===== src/rtl/core/serial_to_can_motor_gateway_macros.svh =====
// assertion helpers shared by the gateway modules
`ifndef SERIAL_TO_CAN_MOTOR_GATEWAY_MACROS_SVH
`define SERIAL_TO_CAN_MOTOR_GATEWAY_MACROS_SVH

// same-cycle implication, checked outside reset
`define S2CMG_ASSERT_IMPL(name, pre, post) \
  name: assert property (@(posedge clk) disable iff (!rst_n) (pre) |-> (post)) \
    else $error("gateway assertion failed");

// next-cycle implication, checked outside reset
`define S2CMG_ASSERT_NEXT(name, pre, post) \
  name: assert property (@(posedge clk) disable iff (!rst_n) (pre) |=> (post)) \
    else $error("gateway assertion failed");

`endif


===== src/rtl/core/s2cmg_pkg.sv =====
`timescale 1ns / 1ps

package s2cmg_pkg;

  // motor count and derived widths
  localparam int MOTORS  = 8;
  localparam int MOTOR_W = (MOTORS > 1) ? $clog2(MOTORS) : 1;

  // command frame
  localparam int FRAME_LEN = 19;
  localparam int POS_W     = 5;
  localparam int SUM_LAST  = 16;

  // reply store and serial reply
  localparam int STORE_LEN = 32;
  localparam int STORE_AW  = 5;
  localparam int SER_LEN   = STORE_LEN + 3;
  localparam int SER_W     = 6;

  localparam int ID_W = 11;
  localparam logic [ID_W-1:0] BASE_RESET = 11'h141;

  // byte codes
  localparam logic [7:0] HDR_BYTE   = 8'h5A;
  localparam logic [7:0] TRL_BYTE   = 8'hA5;
  localparam logic [7:0] QUERY_MARK = 8'hFF;
  localparam logic [7:0] NO_CHECK   = 8'h00;
  localparam logic [7:0] CMD_TORQUE = 8'hA1;
  localparam logic [7:0] CMD_QUERY  = 8'h9C;
  localparam logic [7:0] CMD_ON     = 8'h81;
  localparam logic [7:0] CMD_OFF    = 8'h88;

  // input word kinds
  localparam logic [1:0] FUNC_BYTE  = 2'd0;
  localparam logic [1:0] FUNC_REPLY = 2'd1;
  localparam logic [1:0] FUNC_START = 2'd2;
  localparam logic [1:0] FUNC_STOP  = 2'd3;

  typedef struct packed {
    logic       byte_we;
    logic       reply_we;
    logic       cmd_load;
    logic [7:0] cmd_code;
    logic       emit_can;
    logic       emit_ser;
    logic       out_last;
  } ctrl_cmd_t;

  typedef struct packed {
    logic frame_done;
    logic frame_ok;
    logic query;
    logic k_last;
    logic j_last;
    logic out_free;
  } dp_stat_t;

endpackage


===== src/rtl/core/s2cmg_ctrl.sv =====
`timescale 1ns / 1ps
`include "serial_to_can_motor_gateway_macros.svh"

module s2cmg_ctrl (
  input  logic                 clk,
  input  logic                 rst_n,
  input  logic                 in_tvalid,
  input  logic [1:0]           in_func,
  output logic                 in_tready,
  input  s2cmg_pkg::dp_stat_t  stat,
  output s2cmg_pkg::ctrl_cmd_t cmd
);

  localparam logic [1:0] S_IDLE  = 2'd0;
  localparam logic [1:0] S_CHECK = 2'd1;
  localparam logic [1:0] S_BCAST = 2'd2;
  localparam logic [1:0] S_REPLY = 2'd3;

  logic [1:0] state_r, state_nxt;
  logic       reply_r, reply_nxt;
  logic       acc;

  assign in_tready = (state_r == S_IDLE);
  assign acc       = in_tvalid && in_tready;

  always_comb begin
    state_nxt    = state_r;
    reply_nxt    = reply_r;
    cmd          = '0;
    cmd.cmd_code = s2cmg_pkg::CMD_ON;
    case (state_r)
      S_IDLE: begin
        if (acc) begin
          case (in_func)
            s2cmg_pkg::FUNC_BYTE: begin
              cmd.byte_we = 1'b1;
              if (stat.frame_done) begin
                state_nxt = S_CHECK;
              end
            end
            s2cmg_pkg::FUNC_REPLY: begin
              cmd.reply_we = 1'b1;
            end
            s2cmg_pkg::FUNC_START: begin
              cmd.cmd_load = 1'b1;
              cmd.cmd_code = s2cmg_pkg::CMD_ON;
              reply_nxt    = 1'b0;
              state_nxt    = S_BCAST;
            end
            default: begin
              cmd.cmd_load = 1'b1;
              cmd.cmd_code = s2cmg_pkg::CMD_OFF;
              reply_nxt    = 1'b0;
              state_nxt    = S_BCAST;
            end
          endcase
        end
      end
      S_CHECK: begin
        if (stat.frame_ok) begin
          cmd.cmd_load = 1'b1;
          cmd.cmd_code = stat.query ? s2cmg_pkg::CMD_QUERY : s2cmg_pkg::CMD_TORQUE;
          reply_nxt    = 1'b1;
          state_nxt    = S_BCAST;
        end else begin
          state_nxt = S_IDLE;
        end
      end
      S_BCAST: begin
        if (stat.out_free) begin
          cmd.emit_can = 1'b1;
          cmd.out_last = stat.k_last && !reply_r;
          if (stat.k_last) begin
            state_nxt = reply_r ? S_REPLY : S_IDLE;
          end
        end
      end
      S_REPLY: begin
        if (stat.out_free) begin
          cmd.emit_ser = 1'b1;
          cmd.out_last = stat.j_last;
          if (stat.j_last) begin
            state_nxt = S_IDLE;
          end
        end
      end
      default: begin
        state_nxt = S_IDLE;
      end
    endcase
  end

  always_ff @(posedge clk) begin
    if (!rst_n) begin
      state_r <= S_IDLE;
      reply_r <= 1'b0;
    end else begin
      state_r <= state_nxt;
      reply_r <= reply_nxt;
    end
  end

  `S2CMG_ASSERT_IMPL(a_emit_free, cmd.emit_can || cmd.emit_ser, stat.out_free)
  `S2CMG_ASSERT_IMPL(a_emit_one, cmd.emit_can, !cmd.emit_ser)
  `S2CMG_ASSERT_NEXT(a_check_once, state_r == S_CHECK, state_r != S_CHECK)
  `S2CMG_ASSERT_IMPL(a_no_emit_idle, in_tready, !cmd.emit_can && !cmd.emit_ser)

endmodule


===== src/rtl/core/s2cmg_dp.sv =====
`timescale 1ns / 1ps
`include "serial_to_can_motor_gateway_macros.svh"

module s2cmg_dp (
  input  logic                           clk,
  input  logic                           rst_n,
  input  logic                           cfg_we,
  input  logic [s2cmg_pkg::ID_W-1:0]     cfg_wdata,
  input  logic                           chunk_start,
  input  logic [7:0]                     rx_byte,
  input  logic [s2cmg_pkg::ID_W-1:0]     reply_id,
  input  logic [63:0]                    reply_data,
  input  s2cmg_pkg::ctrl_cmd_t           cmd,
  output s2cmg_pkg::dp_stat_t            stat,
  input  logic                           out_ready,
  output logic                           out_valid,
  output logic                           out_port,
  output logic [s2cmg_pkg::ID_W-1:0]     out_id,
  output logic [63:0]                    out_data,
  output logic [7:0]                     out_byte,
  output logic                           out_last
);

  localparam int MW = s2cmg_pkg::MOTOR_W;
  localparam int PW = s2cmg_pkg::POS_W;
  localparam int AW = s2cmg_pkg::STORE_AW;
  localparam int JW = s2cmg_pkg::SER_W;
  localparam int IW = s2cmg_pkg::ID_W;

  logic [IW-1:0] base_r;

  // frame collection
  logic [PW-1:0] pos_r, pos_nxt, p;
  logic [7:0]    fb_r [s2cmg_pkg::FRAME_LEN];
  logic [7:0]    fsum_r, fsum_nxt;
  logic          byte_take;

  // broadcast and reply sequencing
  logic [7:0]    code_r;
  logic [MW-1:0] k_r, k_nxt;
  logic [JW-1:0] j_r, j_nxt;
  logic [7:0]    rsum_r, rsum_nxt;
  logic [7:0]    store_r [s2cmg_pkg::STORE_LEN];
  logic [7:0]    rd_byte;
  logic [7:0]    ser_byte;
  logic          torque;

  // motor reply decode
  logic [IW-1:0] rdiff;
  logic [AW-1:0] widx;
  logic          store_we;

  // output register
  logic          ov_r;

  always_ff @(posedge clk) begin
    if (!rst_n) begin
      base_r <= s2cmg_pkg::BASE_RESET;
    end else if (cfg_we) begin
      base_r <= cfg_wdata;
    end
  end

  assign p         = chunk_start ? '0 : pos_r;
  assign byte_take = cmd.byte_we && (p < PW'(s2cmg_pkg::FRAME_LEN));
  assign pos_nxt   = byte_take ? PW'(p + PW'(1)) : pos_r;

  always_comb begin
    fsum_nxt = fsum_r;
    if (byte_take) begin
      if (p == '0) begin
        fsum_nxt = '0;
      end else if (p <= PW'(s2cmg_pkg::SUM_LAST)) begin
        fsum_nxt = fsum_r + rx_byte;
      end
    end
  end

  always_ff @(posedge clk) begin
    if (!rst_n) begin
      pos_r <= PW'(s2cmg_pkg::FRAME_LEN);
    end else begin
      pos_r <= pos_nxt;
    end
  end

  assign torque = (code_r == s2cmg_pkg::CMD_TORQUE);

  // frame shifts in from the top; torque bytes shift down two per motor sent
  always_ff @(posedge clk) begin
    fsum_r <= fsum_nxt;
    if (byte_take) begin
      fb_r[s2cmg_pkg::FRAME_LEN-1] <= rx_byte;
      for (int i = 0; i < s2cmg_pkg::FRAME_LEN - 1; i++) begin
        fb_r[i] <= fb_r[i+1];
      end
    end else if (cmd.emit_can && torque) begin
      for (int i = 1; i < s2cmg_pkg::SUM_LAST - 1; i++) begin
        fb_r[i] <= fb_r[i+2];
      end
    end
  end

  assign stat.frame_done = (p == PW'(s2cmg_pkg::FRAME_LEN - 1));
  assign stat.query      = (fb_r[1] == s2cmg_pkg::QUERY_MARK) ||
                           (fb_r[s2cmg_pkg::SUM_LAST+1] == s2cmg_pkg::QUERY_MARK);
  assign stat.frame_ok   = (fb_r[0] == s2cmg_pkg::HDR_BYTE) &&
                           (fb_r[s2cmg_pkg::FRAME_LEN-1] == s2cmg_pkg::TRL_BYTE) &&
                           (stat.query ||
                            (fsum_r == fb_r[s2cmg_pkg::SUM_LAST+1]) ||
                            (fb_r[s2cmg_pkg::SUM_LAST+1] == s2cmg_pkg::NO_CHECK));

  // motor reply store
  assign rdiff    = IW'(reply_id - base_r);
  assign widx     = AW'({rdiff[MW-1:0], 1'b0});
  assign store_we = cmd.reply_we &&
                    ((reply_data[7:0] == s2cmg_pkg::CMD_QUERY) ||
                     (reply_data[7:0] == s2cmg_pkg::CMD_TORQUE)) &&
                    (rdiff < IW'(s2cmg_pkg::MOTORS));

  always_ff @(posedge clk) begin
    if (!rst_n) begin
      for (int i = 0; i < s2cmg_pkg::STORE_LEN; i++) begin
        store_r[i] <= '0;
      end
    end else if (store_we) begin
      store_r[widx]                  <= reply_data[23:16];
      store_r[widx + AW'(1)]         <= reply_data[31:24];
      store_r[widx + AW'(16)]        <= reply_data[55:48];
      store_r[widx + AW'(17)]        <= reply_data[63:56];
    end
  end

  // sequencing counters
  assign k_nxt = cmd.cmd_load ? '0 : (cmd.emit_can ? MW'(k_r + MW'(1)) : k_r);
  assign j_nxt = cmd.cmd_load ? '0 : (cmd.emit_ser ? JW'(j_r + JW'(1)) : j_r);

  assign rd_byte = store_r[AW'(j_r - JW'(1))];

  always_comb begin
    if (j_r == '0) begin
      ser_byte = s2cmg_pkg::HDR_BYTE;
    end else if (j_r <= JW'(s2cmg_pkg::STORE_LEN)) begin
      ser_byte = rd_byte;
    end else if (j_r == JW'(s2cmg_pkg::STORE_LEN + 1)) begin
      ser_byte = rsum_r;
    end else begin
      ser_byte = s2cmg_pkg::TRL_BYTE;
    end
  end

  always_comb begin
    rsum_nxt = rsum_r;
    if (cmd.emit_ser) begin
      if (j_r == '0) begin
        rsum_nxt = '0;
      end else if (j_r <= JW'(s2cmg_pkg::STORE_LEN)) begin
        rsum_nxt = rsum_r + rd_byte;
      end
    end
  end

  always_ff @(posedge clk) begin
    if (!rst_n) begin
      k_r <= '0;
      j_r <= '0;
    end else begin
      k_r <= k_nxt;
      j_r <= j_nxt;
    end
  end

  always_ff @(posedge clk) begin
    rsum_r <= rsum_nxt;
    if (cmd.cmd_load) begin
      code_r <= cmd.cmd_code;
    end
  end

  assign stat.k_last   = (k_r == MW'(s2cmg_pkg::MOTORS - 1));
  assign stat.j_last   = (j_r == JW'(s2cmg_pkg::SER_LEN - 1));
  assign stat.out_free = !ov_r || out_ready;

  // result register
  always_ff @(posedge clk) begin
    if (!rst_n) begin
      ov_r <= 1'b0;
    end else if (cmd.emit_can || cmd.emit_ser) begin
      ov_r <= 1'b1;
    end else if (out_ready) begin
      ov_r <= 1'b0;
    end
  end

  always_ff @(posedge clk) begin
    if (cmd.emit_can) begin
      out_port <= 1'b0;
      out_id   <= IW'(base_r + IW'(k_r));
      out_data <= torque ? {16'h0, fb_r[2], fb_r[1], 24'h0, code_r} : {56'h0, code_r};
      out_byte <= '0;
      out_last <= cmd.out_last;
    end else if (cmd.emit_ser) begin
      out_port <= 1'b1;
      out_id   <= '0;
      out_data <= '0;
      out_byte <= ser_byte;
      out_last <= cmd.out_last;
    end
  end

  assign out_valid = ov_r;

  `S2CMG_ASSERT_IMPL(a_pos_range, 1'b1, pos_r <= PW'(s2cmg_pkg::FRAME_LEN))
  `S2CMG_ASSERT_IMPL(a_ser_last, cmd.emit_ser && stat.j_last, cmd.out_last)
  `S2CMG_ASSERT_NEXT(a_out_hold, ov_r && !out_ready, ov_r)

endmodule


===== src/rtl/core/serial_to_can_motor_gateway.sv =====
`timescale 1ns / 1ps
// serial to can motor gateway: serial bytes build 19-byte command frames (0x5a, eight
// 16-bit torques low byte first, checksum, 0xa5); a good frame sends eight 0xa1 torque
// can frames, or eight 0x9c status queries when byte 1 or byte 17 is 0xff, followed by a
// 35-byte serial reply made from the stored motor replies; can reply words update that
// store, start and stop words broadcast 0x81 and 0x88 to all motors. an input word is
// taken only while the sequencer is idle; the word that completes a frame is followed
// by a check state for the header, trailer and checksum test. results leave one per
// cycle through a single output register as long as out_tready stays high.
module serial_to_can_motor_gateway (
  input  logic                       clk,
  input  logic                       rst_n,
  // configuration: motor_id_base
  input  logic                       cfg_we,
  input  logic [s2cmg_pkg::ID_W-1:0] cfg_wdata,
  // input words
  input  logic                       in_tvalid,
  output logic                       in_tready,
  input  logic [87:0]                in_tdata,   // rx_byte, reply_id, reply_data, zero pad
  input  logic [2:0]                 in_tuser,   // func, chunk_start
  // result words
  output logic                       out_tvalid,
  input  logic                       out_tready,
  output logic [87:0]                out_tdata,  // tx_id, tx_data, tx_byte, zero pad
  output logic                       out_tuser,  // port
  output logic                       out_tlast
);

  s2cmg_pkg::ctrl_cmd_t cmd;
  s2cmg_pkg::dp_stat_t  stat;

  logic [s2cmg_pkg::ID_W-1:0] tx_id;
  logic [63:0]                tx_data;
  logic [7:0]                 tx_byte;

  // sequencer: word intake, frame check, broadcast and reply phases
  s2cmg_ctrl u_ctrl (
    .clk       (clk),
    .rst_n     (rst_n),
    .in_tvalid (in_tvalid),
    .in_func   (in_tuser[1:0]),
    .in_tready (in_tready),
    .stat      (stat),
    .cmd       (cmd)
  );

  // frame buffer, reply store, counters and result register
  s2cmg_dp u_dp (
    .clk         (clk),
    .rst_n       (rst_n),
    .cfg_we      (cfg_we),
    .cfg_wdata   (cfg_wdata),
    .chunk_start (in_tuser[2]),
    .rx_byte     (in_tdata[7:0]),
    .reply_id    (in_tdata[18:8]),
    .reply_data  (in_tdata[82:19]),
    .cmd         (cmd),
    .stat        (stat),
    .out_ready   (out_tready),
    .out_valid   (out_tvalid),
    .out_port    (out_tuser),
    .out_id      (tx_id),
    .out_data    (tx_data),
    .out_byte    (tx_byte),
    .out_last    (out_tlast)
  );

  // pack result fields, lowest first
  assign out_tdata = {5'b0, tx_byte, tx_data, tx_id};

endmodule


===== config.mk =====
export PLATFORM = sky130hd
export DESIGN_NAME = serial_to_can_motor_gateway
export DESIGN_NICKNAME = d
export VERILOG_FILES = /design/src/rtl/core/s2cmg_pkg.sv /design/src/rtl/core/s2cmg_ctrl.sv /design/src/rtl/core/s2cmg_dp.sv /design/src/rtl/core/serial_to_can_motor_gateway.sv
export VERILOG_INCLUDE_DIRS = /design/src /design/src/rtl/core
export SDC_FILE = /design/constraint.sdc
export NUM_CORES = 1
export LEC_CHECK = 0
export BUFFER_PORTS_ARGS = -buffer_cell sky130_fd_sc_hd__buf_2
export CAP_MARGIN = 20
export CORE_UTILIZATION = 45
export DETAILED_ROUTE_END_ITERATION = 8
export GPL_ROUTABILITY_DRIVEN = 1
export HOLD_SLACK_MARGIN = 0.03
export SETUP_SLACK_MARGIN = 0.15
export SYNTH_ARGS = -nofsm -noshare
export SYNTH_HDL_FRONTEND = slang
export SYNTH_SLANG_ARGS = --single-unit

===== constraint.sdc =====
create_clock -name clk -period 10.7 [get_ports clk]
set_input_delay 1.605 -clock clk [delete_from_list [all_inputs] [get_ports clk]]
set_output_delay 1.605 -clock clk [all_outputs]
set_load 0.05 [all_outputs]

==> impl_metrics.env <==
export IMPL_cts_root_buf="clkbuf_16"
export IMPL_required_ns=11.03
export IMPL_antenna_found_initial=7
export IMPL_rsz0062_at_grt="no"
export IMPL_wl_per_cell_um=19.8
export IMPL_portBuffers=122
export IMPL_firstDrtPassIters=5
export IMPL_post_cts_resized=0
export IMPL_cp_arrival_ns=5.96
export IMPL_syn_area_per_cell_um2=11.4
export IMPL_synthArstFlopShare_pct=0
export IMPL_clk_path_buf_depth=3
export IMPL_finalHoldViolations=0
export IMPL_clock_sinks=499
export IMPL_crit_path_end="u_dp.rsum_r[6]"
export IMPL_slew_limit_headroom_pct=18.4
export IMPL_combPwrFrac_pct=22.4
export IMPL_internal_power_mw=3.62
export IMPL_htree_levels=2
export IMPL_r2r_start="u_dp.j_r[0]"
export IMPL_dpl_cell_count=2934
export IMPL_synth_area_top_cells="edfxtp_1, nand2_1, mux4_2, nor4_1, dfxtp_1"
export IMPL_hp_class="flop to flop"
export IMPL_fp_dieH_um=241
export IMPL_crit_type="flop to flop"
export IMPL_setup_viol=0
export IMPL_clkTransAtPathRegs_ns=0.06
export IMPL_p_sw_mw=1.72
export IMPL_r2r_cells=15
export IMPL_min_period_over_period_pct=52.6
export IMPL_timing_fmax_ghz=0.178
export IMPL_netlist_instances=2247
export IMPL_layout_nets=2385
export IMPL_areaGrowthSynthToFinish_pct=10.0
export IMPL_start_kind="flop"
export IMPL_cellPowerDensity_nw_per_um2=189
export IMPL_synth_top_area_share_pct=53.9
export IMPL_route_detailed_drc=0
export IMPL_finClkSkew_ns=0.0186
export IMPL_ant_nets=0
export IMPL_cp_max_fo=37
export IMPL_drive_above_1_share_pct=15.3
export IMPL_coreArea_um2=56400
export IMPL_grt_max_degree=256
export IMPL_synth_cell_types=68
export IMPL_dp_hpwl_mm=33.6
export IMPL_gp_congestion=0.795
export IMPL_utilization_pct=50.1
export IMPL_die_area_um2=58000
export IMPL_ir_drop_uv=169
export IMPL_rows=87
export IMPL_vias_per_cell=5.80
export IMPL_drtIter0Drc=1518
export IMPL_p_seq_share_pct=44.4
export IMPL_yosysWarnings=0
export IMPL_endpoint_kind="flop"
export IMPL_fin_ws_ns=5.07
export IMPL_maxSlewViolCount=0
export IMPL_dp_slack_ns=4.87
export IMPL_cts_tree="built"
export IMPL_outcome="finished, final reports clean"
export IMPL_grt_pass1_vias=16526
export IMPL_num_vias=17626
export IMPL_top_level_ports=199
export IMPL_numCtsBuffers=54
export IMPL_startpoint="u_dp.j_r[0]"
export IMPL_fill_cells=5096
export IMPL_swShare_pct=32.2
export IMPL_leakage_nw=9.68
export IMPL_grt_pass1_wl_mm=94.0
export IMPL_clkPwrFrac_pct=33.2
export IMPL_tightest_slew_ns=1.22
export IMPL_synth_main_ff_cell="edfxtp_1"
export IMPL_synth_edf_count=461
export IMPL_post_cts_setup_buffer_count=0
export IMPL_synth_commonest_cells="nand2_1, edfxtp_1, nor4_1"
export IMPL_ff2ff_setup_slack_ns=5.07
export IMPL_drt_wl_total_mm=60.3
export IMPL_syn_area_um2=25700
export IMPL_yosysSeqAreaShare_pct=56.9
export IMPL_cts_hold_buf=0
export IMPL_start_util_pct=45.5
export IMPL_synth_seq_cells=499
export IMPL_setup_tns_final_ns=0
export IMPL_clock_latency_ns=0.61
export IMPL_grt_usage_pct=20.8
export IMPL_hold_ws_ns=0.443
export IMPL_yosysMostFrequentCell="nand2_1"
export IMPL_r2r_end="u_dp.rsum_r[6]"
export IMPL_final_cells=3039
export IMPL_timing_final_crit_period_ns=5.63
export IMPL_cap_violations=0
export IMPL_grt_overflow=0
export IMPL_die_width_um=241
export IMPL_yosysTopAreaCell="edfxtp_1"
## cell families (layout without fill, tap and decap cells)
group / count (synthesis) / in the layout / synth area share, %
multiplexers: 97 / 97 / 7.71
adder cells (fa/ha/maj): 40 / 40 / 2.07
XOR/XNOR: 38 / 38 / 1.38
other: 1 / 48 / 0.0146
AND/OR/NAND/NOR: 1161 / 1161 / 23.1
buffers and inverters: 301 / 290 / 5.76
AO/OA/AOI/OAI: 110 / 110 / 3.11
flip-flops: 499 / 499 / 56.9
## through the flow
stage | cell area, um2 | total power [mW]
4_1_cts | 28200 | 5.37
3_5_place_dp | 26500 | 3.60
6_report | 28300 | 5.33
3_3_place_gp | 26500 | 3.57
5_1_grt | 28300 | 5.56
2_1_floorplan | 25800 | 3.31
## worst min path at each step
stage	cells after the start	end	start
6_report	0	u_dp.fb_r[17][1]	u_dp.fb_r[18][1]
4_1_cts	0	u_dp.fb_r[17][3]	u_dp.fb_r[18][3]
3_5_place_dp	0	u_dp.fb_r[17][3]	u_dp.fb_r[18][3]
2_1_floorplan	0	u_dp.fb_r[17][5]	u_dp.fb_r[18][5]
3_3_place_gp	0	u_dp.fb_r[17][5]	u_dp.fb_r[18][5]
5_1_grt	0	u_dp.fb_r[17][1]	u_dp.fb_r[18][1]
## layout by cell type (no fill, tap or decap), types with 12 or more instances in the layout
master and n:
a21oi_1 24, and2_1 25, buf_2 122, buf_4 28
clkbuf_1 12, clkbuf_16 54, clkinv_1 12, clkinv_2 14
conb_1 47, dfxtp_1 37, edfxtp_1 461, ha_1 34
inv_1 31, mux4_2 80, nand2_1 543, nand4_1 75
nand4b_1 66, nor2_1 80, nor2b_1 23, nor3_1 14
nor3b_1 35, nor4_1 261, o21ai_0 20, xnor2_1 13
xor2_1 18
## worst max-delay path: stages, from the launching register on
cell      delay, ns
dfxtp_4        0.80
inv_1          0.16
ha_2           0.35
buf_4          0.41
buf_4          0.63
mux4_2         0.42
mux4_2         0.53
mux2_2         0.36
ha_1           0.24
fa_1           0.45
a21o_1         0.20
a21oi_1        0.24
o21bai_1       0.10
a21oi_1        0.20
xor2_1         0.16
nor2_1         0.05
## final cells by class
class                           instances  area (um2)  share of cell area, %
Timing Repair Buffer                  157         978                   3.46
Clock buffer                           66        1400                   4.94
Clock inverter                         34         254                  0.899
Multi-Input combinational cell       1493        9950                   35.2
Inverter                               33         126                  0.447
Sequential cell                       499       14600                   51.7
Antenna cell                            1        2.50                0.00886
Tap cell                              756         946                   3.35
## state kept, by name (all words and copies together), names as in the netlist
signal	flops
u_ctrl.reply_r	1
u_dp.rsum_r	8
u_ctrl.state_r	2
u_dp.out_data	21
u_dp.base_r	11
u_dp.fsum_r	8
u_dp.k_r	3
u_dp.pos_r	5
u_dp.fb_r	152
u_dp.out_id	11
u_dp.j_r	6
u_dp.code_r	4
u_dp.out_valid	1
u_dp.out_byte	8
u_dp.out_port	1
u_dp.store_r	256
u_dp.out_last	1
## metal layers
metal / vias to the layer above / track usage (%) / wire, um
met5: - / 0 / 59
met4: 10 / 5.54 / 1180
met3: 95 / 3.76 / 3630
met2: 477 / 33.7 / 28800
met1: 8700 / 28.7 / 26600
li1: 8344 / - / -
## power by group through the flow
stage               combinational [mW]  sequential, mW  clock (mW)
CTS                               1.19            2.37        1.81
detailed placement                1.19            2.41           0
global placement                  1.17            2.40           0
finish                            1.20            2.37        1.77
floorplan                        0.754            2.55           0
global route                      1.29            2.39        1.89
Note: power is estimated with default switching activity, not from simulation.
